## src/design/i2cms_pkg.sv

```systemverilog
// ----------------------------------------------------------------------------
// i2cms_pkg
// Shared types and constants for the I2C master transfer sequencer.
// ----------------------------------------------------------------------------
package i2cms_pkg;

    // Buffer geometry and transfer constants
    localparam int SEND_DEPTH = 32;
    localparam int RECV_DEPTH = 16;
    localparam int RESTART_AT = 3;
    localparam int SEND_AW    = $clog2(SEND_DEPTH);

    localparam int SEND_POS_W = 6;
    localparam int RECV_POS_W = 5;

    localparam logic [SEND_POS_W-1:0] SEND_DEPTH_V = SEND_POS_W'(SEND_DEPTH);
    localparam logic [RECV_POS_W-1:0] RECV_DEPTH_V = RECV_POS_W'(RECV_DEPTH);
    localparam logic [SEND_POS_W-1:0] RESTART_AT_V = SEND_POS_W'(RESTART_AT);

    // R/W bit of the slave address byte
    localparam logic [7:0] READ_BIT = 8'h01;

    // Stream and config port widths
    localparam int IN_TDATA_W  = 16;
    localparam int OUT_TDATA_W = 32;
    localparam int CFG_IDX_W   = 2;
    localparam int CFG_DATA_W  = 6;

    // Configuration register indexes
    localparam logic [CFG_IDX_W-1:0] CFG_RESTART_MODE = 2'd0;
    localparam logic [CFG_IDX_W-1:0] CFG_SEND_COUNT   = 2'd1;
    localparam logic [CFG_IDX_W-1:0] CFG_RECV_COUNT   = 2'd2;

    // Request opcodes
    typedef enum logic [2:0] {
        OP_LOAD       = 3'd0,
        OP_BEGIN      = 3'd1,
        OP_START_SEEN = 3'd2,
        OP_STOP_SEEN  = 3'd3,
        OP_NACK       = 3'd4,
        OP_RX_FULL    = 3'd5,
        OP_TX_EMPTY   = 3'd6,
        OP_TX_END     = 3'd7
    } op_t;

    // Result word; last member sits in the lowest bits
    typedef struct packed {
        logic [1:0] pad;
        logic       overrun;
        logic [1:0] irq_enables;
        logic       done_res;
        logic       stop_request;
        logic       restart_request;
        logic       start_request;
        logic       nack_bit;
        logic [3:0] rx_index;
        logic [7:0] rx_byte;
        logic       rx_valid;
        logic [7:0] tx_byte;
        logic       tx_valid;
    } result_t;

endpackage

```

## src/design/i2c_master_transfer_sequencer.sv

```systemverilog
// ----------------------------------------------------------------------------
// i2c_master_transfer_sequencer
// Event-driven I2C master sequencer: write, read and write-then-read.
// ----------------------------------------------------------------------------
// Takes one request per clock and returns one result per request: a request
// is captured in an input register, evaluated against the sequencer state
// by combinational logic, and the result is held in an output register. The
// state update is registered together with the result, so the next request
// sees it with no gap. The output register lets the
// input side keep accepting while a result waits to be taken; when both
// registers are full and the sink stalls, s_axis_tready drops. The send
// buffer is a 32 x 8 register file with no reset: entries must be loaded
// before use. Configuration writes are applied at once and should only be
// made while no request is in flight.
module i2c_master_transfer_sequencer (
    input  logic                                clk,
    input  logic                                rst_n,
    // Configuration write port
    input  logic                                cfg_we,
    input  logic [i2cms_pkg::CFG_IDX_W-1:0]     cfg_index,
    input  logic [i2cms_pkg::CFG_DATA_W-1:0]    cfg_data,
    // Request stream
    input  logic                                s_axis_tvalid,
    output logic                                s_axis_tready,
    // [2:0] opcode, [10:3] data_byte, [15:11] load_index
    input  logic [i2cms_pkg::IN_TDATA_W-1:0]    s_axis_tdata,
    // Result stream
    output logic                                m_axis_tvalid,
    input  logic                                m_axis_tready,
    // [0] tx_valid, [8:1] tx_byte, [9] rx_valid, [17:10] rx_byte,
    // [21:18] rx_index, [22] nack_bit, [23] start_request,
    // [24] restart_request, [25] stop_request, [26] done_res,
    // [28:27] irq_enables, [29] overrun, [31:30] zero
    output logic [i2cms_pkg::OUT_TDATA_W-1:0]   m_axis_tdata
);
    import i2cms_pkg::*;

    // Configuration registers
    logic                  restart_mode_reg;
    logic [5:0]            send_count_reg;
    logic [4:0]            recv_count_reg;

    // Input stage
    logic                  s1_valid_reg;
    op_t                   s1_op_reg;
    logic [7:0]            s1_data_reg;
    logic [4:0]            s1_lidx_reg;

    // Output stage
    logic                  out_valid_reg;
    result_t               result_reg;
    result_t               result_next;

    // Sequencer state
    logic [7:0]            send_buf_reg [SEND_DEPTH];
    logic [SEND_POS_W-1:0] send_pos_reg,  send_pos_next;
    logic [RECV_POS_W-1:0] recv_pos_reg,  recv_pos_next;
    logic                  dummy_reg,     dummy_next;
    logic                  done_reg,      done_next;
    logic                  txe_en_reg,    txe_en_next;
    logic                  txend_en_reg,  txend_en_next;

    logic                  advance;
    logic [SEND_POS_W-1:0] send_pos_inc;
    logic [RECV_POS_W-1:0] recv_pos_inc;
    logic [7:0]            buf_rd;
    logic                  send_in_range;

    // Handshake: input stage moves on when the output register is free
    assign advance       = s1_valid_reg && (!out_valid_reg || m_axis_tready);
    assign s_axis_tready = !s1_valid_reg || advance;
    assign m_axis_tvalid = out_valid_reg;
    assign m_axis_tdata  = result_reg;

    // Configuration writes
    always_ff @(posedge clk or negedge rst_n)
    begin
        if (!rst_n)
        begin
            restart_mode_reg <= 1'b0;
            send_count_reg   <= 6'd0;
            recv_count_reg   <= 5'd2;
        end
        else if (cfg_we)
        begin
            case (cfg_index)
                CFG_RESTART_MODE: restart_mode_reg <= cfg_data[0];
                CFG_SEND_COUNT:   send_count_reg   <= cfg_data[5:0];
                CFG_RECV_COUNT:   recv_count_reg   <= cfg_data[4:0];
                default:          ;
            endcase
        end
    end

    // Input register
    always_ff @(posedge clk or negedge rst_n)
    begin
        if (!rst_n)
            s1_valid_reg <= 1'b0;
        else if (s_axis_tready)
            s1_valid_reg <= s_axis_tvalid;
    end

    always_ff @(posedge clk)
    begin
        if (s_axis_tready && s_axis_tvalid)
        begin
            s1_op_reg   <= op_t'(s_axis_tdata[2:0]);
            s1_data_reg <= s_axis_tdata[10:3];
            s1_lidx_reg <= s_axis_tdata[15:11];
        end
    end

    // Send buffer, written by load requests
    always_ff @(posedge clk)
    begin
        if (advance && s1_op_reg == OP_LOAD && {1'b0, s1_lidx_reg} < SEND_DEPTH_V)
            send_buf_reg[s1_lidx_reg[SEND_AW-1:0]] <= s1_data_reg;
    end

    assign send_in_range = send_pos_reg < SEND_DEPTH_V;
    assign buf_rd        = send_buf_reg[send_pos_reg[SEND_AW-1:0]];
    assign send_pos_inc  = send_pos_reg + 1'b1;
    assign recv_pos_inc  = recv_pos_reg + 1'b1;

    // Request evaluation
    always_comb
    begin
        send_pos_next = send_pos_reg;
        recv_pos_next = recv_pos_reg;
        dummy_next    = dummy_reg;
        done_next     = done_reg;
        txe_en_next   = txe_en_reg;
        txend_en_next = txend_en_reg;
        result_next   = '0;

        case (s1_op_reg)
            OP_LOAD: ;
            OP_BEGIN:
            begin
                send_pos_next             = '0;
                recv_pos_next             = '0;
                done_next                 = 1'b0;
                txe_en_next               = 1'b1;
                result_next.start_request = 1'b1;
            end
            OP_START_SEEN:
            begin
                // Repeated start reached: send the read address
                if (restart_mode_reg && send_pos_reg == RESTART_AT_V)
                begin
                    if (send_in_range)
                    begin
                        result_next.tx_valid = 1'b1;
                        result_next.tx_byte  = buf_rd;
                        send_pos_next        = send_pos_inc;
                        dummy_next           = 1'b1;
                        txend_en_next        = 1'b0;
                    end
                    else
                        result_next.overrun = 1'b1;
                end
            end
            OP_STOP_SEEN:
                done_next = 1'b1;
            OP_NACK:
                result_next.stop_request = 1'b1;
            OP_RX_FULL:
            begin
                if (dummy_reg)
                    dummy_next = 1'b0;
                else if (recv_pos_reg < RECV_DEPTH_V)
                begin
                    result_next.rx_valid = 1'b1;
                    result_next.rx_byte  = s1_data_reg;
                    result_next.rx_index = recv_pos_reg[3:0];
                    recv_pos_next        = recv_pos_inc;
                    // Last byte: NACK it and stop
                    if (recv_pos_inc >= recv_count_reg)
                    begin
                        result_next.nack_bit     = 1'b1;
                        result_next.stop_request = 1'b1;
                    end
                end
                else
                begin
                    result_next.overrun      = 1'b1;
                    result_next.nack_bit     = 1'b1;
                    result_next.stop_request = 1'b1;
                end
            end
            OP_TX_EMPTY:
            begin
                if (txe_en_reg)
                begin
                    if (!send_in_range)
                        result_next.overrun = 1'b1;
                    else
                    begin
                        result_next.tx_valid = 1'b1;
                        result_next.tx_byte  = buf_rd;
                        send_pos_next        = send_pos_inc;
                        if (restart_mode_reg)
                        begin
                            if (send_pos_inc == RESTART_AT_V)
                            begin
                                txe_en_next   = 1'b0;
                                txend_en_next = 1'b1;
                            end
                        end
                        else if ((send_buf_reg[0] & READ_BIT) != 8'd0)
                            dummy_next = 1'b1;
                        else if (send_pos_inc == send_count_reg)
                        begin
                            txe_en_next   = 1'b0;
                            txend_en_next = 1'b1;
                        end
                    end
                end
            end
            OP_TX_END:
            begin
                if (txend_en_reg)
                begin
                    if (restart_mode_reg)
                        result_next.restart_request = 1'b1;
                    else
                    begin
                        txend_en_next            = 1'b0;
                        result_next.stop_request = 1'b1;
                    end
                end
            end
            default: ;
        endcase

        result_next.done_res    = done_next;
        result_next.irq_enables = {txend_en_next, txe_en_next};
    end

    // Sequencer state
    always_ff @(posedge clk or negedge rst_n)
    begin
        if (!rst_n)
        begin
            send_pos_reg <= '0;
            recv_pos_reg <= '0;
            dummy_reg    <= 1'b0;
            done_reg     <= 1'b0;
            txe_en_reg   <= 1'b0;
            txend_en_reg <= 1'b0;
        end
        else if (advance)
        begin
            send_pos_reg <= send_pos_next;
            recv_pos_reg <= recv_pos_next;
            dummy_reg    <= dummy_next;
            done_reg     <= done_next;
            txe_en_reg   <= txe_en_next;
            txend_en_reg <= txend_en_next;
        end
    end

    // Output register
    always_ff @(posedge clk or negedge rst_n)
    begin
        if (!rst_n)
            out_valid_reg <= 1'b0;
        else if (advance)
            out_valid_reg <= 1'b1;
        else if (m_axis_tready)
            out_valid_reg <= 1'b0;
    end

    always_ff @(posedge clk)
    begin
        if (advance)
            result_reg <= result_next;
    end

    // Checks
    a_send_pos_bound: assert property (@(posedge clk) disable iff (!rst_n)
        send_pos_reg <= SEND_DEPTH_V)
        else $error("send position past buffer end");

    a_recv_pos_bound: assert property (@(posedge clk) disable iff (!rst_n)
        recv_pos_reg <= RECV_DEPTH_V)
        else $error("receive position past buffer end");

    a_tx_rx_excl: assert property (@(posedge clk) disable iff (!rst_n)
        m_axis_tvalid |-> !(result_reg.tx_valid && result_reg.rx_valid))
        else $error("transmit and receive in one result");

    a_overrun_no_data: assert property (@(posedge clk) disable iff (!rst_n)
        (m_axis_tvalid && result_reg.overrun) |->
            (!result_reg.tx_valid && !result_reg.rx_valid))
        else $error("overrun result carries data");

    a_advance_fills_out: assert property (@(posedge clk) disable iff (!rst_n)
        advance |=> m_axis_tvalid)
        else $error("evaluated request produced no result");

endmodule

```

## config.mk

```make
export PLATFORM = sky130hd
export DESIGN_NAME = i2c_master_transfer_sequencer
export DESIGN_NICKNAME = d
export VERILOG_FILES = /design/src/design/i2cms_pkg.sv /design/src/design/i2c_master_transfer_sequencer.sv
export SDC_FILE = /design/constraint.sdc
export NUM_CORES = 1
export LEC_CHECK = 0
export BUFFER_PORTS_ARGS = -buffer_cell sky130_fd_sc_hd__buf_2
export CAP_MARGIN = 20
export CORE_MARGIN = 8
export CORE_UTILIZATION = 50
export DETAILED_ROUTE_END_ITERATION = 16
export PLACE_DENSITY = 0.69
export SYNTH_ARGS = -nofsm -noshare
export SYNTH_HDL_FRONTEND = slang
export SYNTH_SLANG_ARGS = --single-unit
```

## constraint.sdc

```tcl
create_clock -name clk -period 7.3 [get_ports clk]
set_input_delay 1.095 -clock clk [delete_from_list [all_inputs] [get_ports clk]]
set_output_delay 1.095 -clock clk [all_outputs]
set_load 0.05 [all_outputs]
```

# After elaboration in Yosys (flattened, before gate mapping)
# Memories as Yosys holds them, arrays and structs flattened.
# Cells that the tools add are included.
[op_classes] n_addsub=2 order_cmp=3 n_eq_ne=20 muxes=55 bitwise_logic=2 reduce_logical=23
[ops] op="2-to-1 mux 1 bit" count=37
[ops] op="2-to-1 mux 9 bit" count=3
[ops] op="2-to-1 mux 6 bit" count=3
[ops] op="case mux 6 bit (3 select lines)" count=1
[ops] op="case mux 9 bit (2 select lines)" count=1
[ops] op="!= test 2 bit (second input constant)" count=8
[ops] op="equality test 3 bit (second input constant)" count=4
[ops] op="equality test 6 x 2 -> 1 bit (second input constant)" count=2
[ops] op="case mux 1 bit (3 select lines)" count=4
[ops] op="2-to-1 mux 5 bit" count=2
[ops] op="case mux 5 bit (2 select lines)" count=1
[ops] op="AND reduction 2 bit" count=4
[ops] op="AND reduction 4 bit" count=2
[ops] op="AND reduction 8 bit" count=1
[ops] op="adder 6 x 1 -> 6 bit (second input constant)" count=1
[ops] op="equality test 3 x 2 -> 1 bit (second input constant)" count=2
[ops] op="equality test 6 bit" count=1
[ops] op="< comparator 6 bit (second input constant)" count=1
[ops] op="nonzero test 3 bit" count=2
[ops] op="adder 5 x 1 -> 5 bit (second input constant)" count=1
[ops] op="greater-or-equal comparator 5 bit" count=1
[ops] op="< comparator 5 bit (second input constant)" count=1
[ops] op="logical AND 1 bit" count=4
[ops] op="case mux 1 bit (2 select lines)" count=2
[ops] op="other kinds (12)" count=16
[word_totals] ff_bits=75 mem_bits_rw=256 in_bits=29 output_inout_bits=34 elab_cells=132 memories=1
[mem_list] name="send_buf_reg" words=32 width=8 read_ports=2 rd_ports_with_merged_regs=0 write_ports=1 line="i2c_master_transfer_sequencer.sv:55" text="logic [7:0] send_buf_reg [SEND_DEPTH];"

# Depth between registers and ports, before layout
[logic_depth] word_depth=8 mapped_depth=10

# Least setup slack after synthesis
# OpenSTA, ideal clock, no wires.
[synth_path] kind="input to register" from="input m_axis_tready" to="memory send_buf_reg[28][0], enable pin" setup_time_ps=370 arrival_ps=3281 required_time_ps=6930 setup_slack_ps=3649 stages=8 n_path_buf=1 cell_sequence="nand2b_1 nand2_1 inv_1 clkbuf_1 nand3_1 inv_1 nand3_1 nor2_1"
[synth_between] elab_chain_len=5
[synth_lines] element="from (decl)" line="i2c_master_transfer_sequencer.sv:29" text="input logic m_axis_tready,"
[synth_lines] element="logical OR 1 bit" line="i2c_master_transfer_sequencer.sv:70" text="assign advance = s1_valid_reg && (!out_valid_reg || m_axis_tready);"
[synth_lines] element="logical AND 1 bit" line="i2c_master_transfer_sequencer.sv:70"
[synth_lines] element="net advance" line="i2c_master_transfer_sequencer.sv:63" text="logic advance;"
[synth_lines] element="logical AND 1 bit" line="i2c_master_transfer_sequencer.sv:117" text="if (advance && s1_op_reg == OP_LOAD && {1'b0, s1_lidx_reg} < SEND_DEPTH_V)"
[synth_lines] element="2-to-1 mux 1 bit" line="i2c_master_transfer_sequencer.sv:117"
[synth_lines] element="2-to-1 mux 1 bit (implied by the code)" line="i2c_master_transfer_sequencer.sv:118" text="send_buf_reg[s1_lidx_reg[SEND_AW-1:0]] <= s1_data_reg;"
[synth_lines] element="to (decl)" line="i2c_master_transfer_sequencer.sv:55"
# The timed path passes the listed nets, and every way through them passes these cells.

==> impl_metrics.tcl <==
set metrics [dict create \
    synth_compound_area_frac 0.02173 \
    synth_top_area_cell "edfxtp_1" \
    largest_reg_flops 256 \
    clock_latency_ps 500 \
    port_buffers 60 \
    place_hpwl_um 18400 \
    yosys.area_share.simple 0.05121 \
    overflow 0 \
    critPathRequiredTime_ps 7550 \
    power_frac_seq 0.459 \
    area_growth_pct 13.17 \
    total_power_mw 4.824 \
    wl_um 28110 \
    rsz0062_at_grt "no" \
    slew_viol_final 0 \
    r2r_slack_ps 3760 \
    nFillCells 1921 \
    grt_start_max_net_pins 70 \
    cp_max_fo 38 \
    dieArea_um2 31950 \
    ys_types 47 \
    drc 0 \
    skew_ps 9.657 \
    ys.warnings.count 0 \
    power_frac_clock 0.356 \
    viasPerCell 5.925 \
    n_antenna_cell 0 \
    setup_viol 0 \
    avgRoutedWirePerCell_um 25.10 \
    arrival_ps 3790 \
    ys_top_cells_by_count "302 x edfxtp_1, 75 x mux4_2, 46 x nor2_1" \
    drtAntennaViolNets 0 \
    fin_crit_ps 3536 \
    syn_inst 685 \
    fin_crit_sh 0.4844 \
    p_per_area_nw_per_um2 321.9 \
    max_clock_freq_mhz 282.8 \
    yosysMostFrequentCell "edfxtp_1" \
    cts_setup_buffers 0 \
    root_buffer "clkbuf_16" \
    p_leak_nw 5.056 \
    synth_edf_count 302 \
    regArea_um2 9801 \
    antenna_found_initial 0 \
    vdd_ir_drop_max_mv 0.2448 \
    die_y_um 178.7 \
    ys.flop_type "edfxtp_1" \
    groute.usage.overall 0.1790 \
    initial_core_util 0.5081 \
    multiInputGateArea_um2 3222 \
    switching_share 0.2529 \
    synth_area_um2 13240 \
    dr_total_vias 6636 \
    grt_pass1_wl_um 42530 \
    crit_path_end_kind "flip-flop" \
    synth_xor_area_frac 0.01068 \
    outcome "finished clean" \
    cts_resized 0 \
    drt-initial-drc-count 712 \
    power.net_switching_mw 1.220 \
    synth_area_per_cell_um2 19.33 \
    tns_ps 0 \
    combPwrFrac 0.185 \
    drtPass1Iterations 4 \
    worst-setup-path-type "flip-flop to flip-flop" \
    row_count 59 \
    synth_top_area_frac 0.6849 \
    synth-adder-area-share 0.007559 \
    relSlewSlack 0.3191 \
    nNetsFinal 798 \
    cts.htree.levels 2 \
    seq_area_frac_synth 0.7398 \
    gp_congestion 0.8371 \
    drive_gt1_frac 0.2701 \
    cts_tree "built" \
    cp-start-kind "flip-flop" \
    die_x_um 178.7 \
    hold_buffers 0 \
    clock_path_buffers 3 \
    grt_pass1_vias 6750 \
    tightest_slew_ps 1021 \
    cts.reportedPaths.clkPinSlew_ps 60 \
    synth.area.top_cells "edfxtp_1 68%, mux4_2 13%, dfrtp_1 5.3%" \
    synth-seq-cells 331 \
    hold_viol 0 \
    synthArstFlopShare 0.08761 \
    cts_buffers 34 \
    drv_cap 0 \
    core_area_um2 26060 \
    internal_power_mw 3.604 \
    clock_sinks 331 \
    synth_top_family_by_area "multiplexers" \
    synthMuxAreaShare 0.1516 \
    hold_path.class "flip-flop to flip-flop" \
    ios 63 \
]
-- kinds of logic (layout without fill, tap and decap cells) --
kind of cell	count (synthesis)	in the layout
flops	331	331
compound gates	46	46
simple gates	143	143
buf+inv	46	145
other cells	1	2
mux	97	97
fa+ha+maj	8	8
xor+xnor	13	13
-- layer usage --
layer / up-vias / global-route usage / wire (µm)
met2: 307 / 0.2715 / 12860
met4: 0 / 0.04685 / 554
met3: 44 / 0.04128 / 2518
met1: 3402 / 0.2595 / 12180
met5: - / 0 / 0
li1: 2883 / - / -
-- path summary, 6_finish.rpt --
check / start / endpoint / cells past startpoint
worst max-delay path: send_pos_reg[0]$_DFFE_PN0P_ / m_axis_tdata[27]$_DFFE_PP_ / 8
max in group asynchronous: rst_n / send_pos_reg[0]$_DFFE_PN0P_ / 1
worst max register to register: send_pos_reg[0]$_DFFE_PN0P_ / m_axis_tdata[27]$_DFFE_PP_ / 8
worst min-delay path: done_reg$_DFFE_PN0P_ / done_reg$_DFFE_PN0P_ / 2
worst min register to register: done_reg$_DFFE_PN0P_ / done_reg$_DFFE_PN0P_ / 2
min in group asynchronous: rst_n / recv_pos_reg[0]$_DFFE_PN0P_ / 1
-- layout by cell type (no fill, tap or decap), types with 11 or more instances in the layout --
master,n
nand2_1,38
buf_4,11
o21ai_0,16
edfxtp_1,302
dfrtp_1,26
clkbuf_16,35
mux2_2,13
buf_2,61
and2_1,14
nor2_1,46
mux4_2,75
inv_1,12
-- layout make-up --
class                      instances  area share
clock buffer                      45     0.06162
clock inverter                    15     0.01227
inverter                          13    0.003256
multi-input combinational        309      0.2150
sequential                       331      0.6540
tap                              335     0.02797
timing repair buffer              72     0.02588
-- metrics by stage --
| stage | setup WS [ps] | std cells | instance area [µm²] | hold slack, ps | utilization |
|---|---|---|---|---|---|
| floorplan | 3649 | 686 | 13250 | 440.1 | - |
| global placement | 3555 | 1059 | 13870 | 486.8 | 0.5324 |
| detailed placement | 3414 | 1059 | 13870 | 478.8 | 0.5324 |
| CTS | 3737 | 1119 | 14980 | 492.1 | 0.5749 |
| global route | 3494 | 1120 | 14990 | 528.1 | 0.5751 |
| finish | 3764 | 1120 | 14990 | 493.2 | 0.5751 |
-- power by group through the flow --
stage / clock, mW / sequential, mW / combinational, mW
2_1_floorplan: 0 / 2.25 / 0.669
3_3_place_gp: 0 / 2.25 / 0.879
3_5_place_dp: 0 / 2.26 / 0.899
4_1_cts: 1.75 / 2.22 / 0.900
5_1_grt: 1.81 / 2.23 / 0.944
6_report: 1.72 / 2.21 / 0.891
-- critical path: stages, from the launching register on --
cell,delay (ps)
dfrtp_4,820
buf_4,680
ha_1,390
nand3_1,170
a2111o_1,440
nor4_1,290
a22o_1,210
a31o_1,180
nand2_1,50
Note: power is estimated with default switching activity, not from simulation.
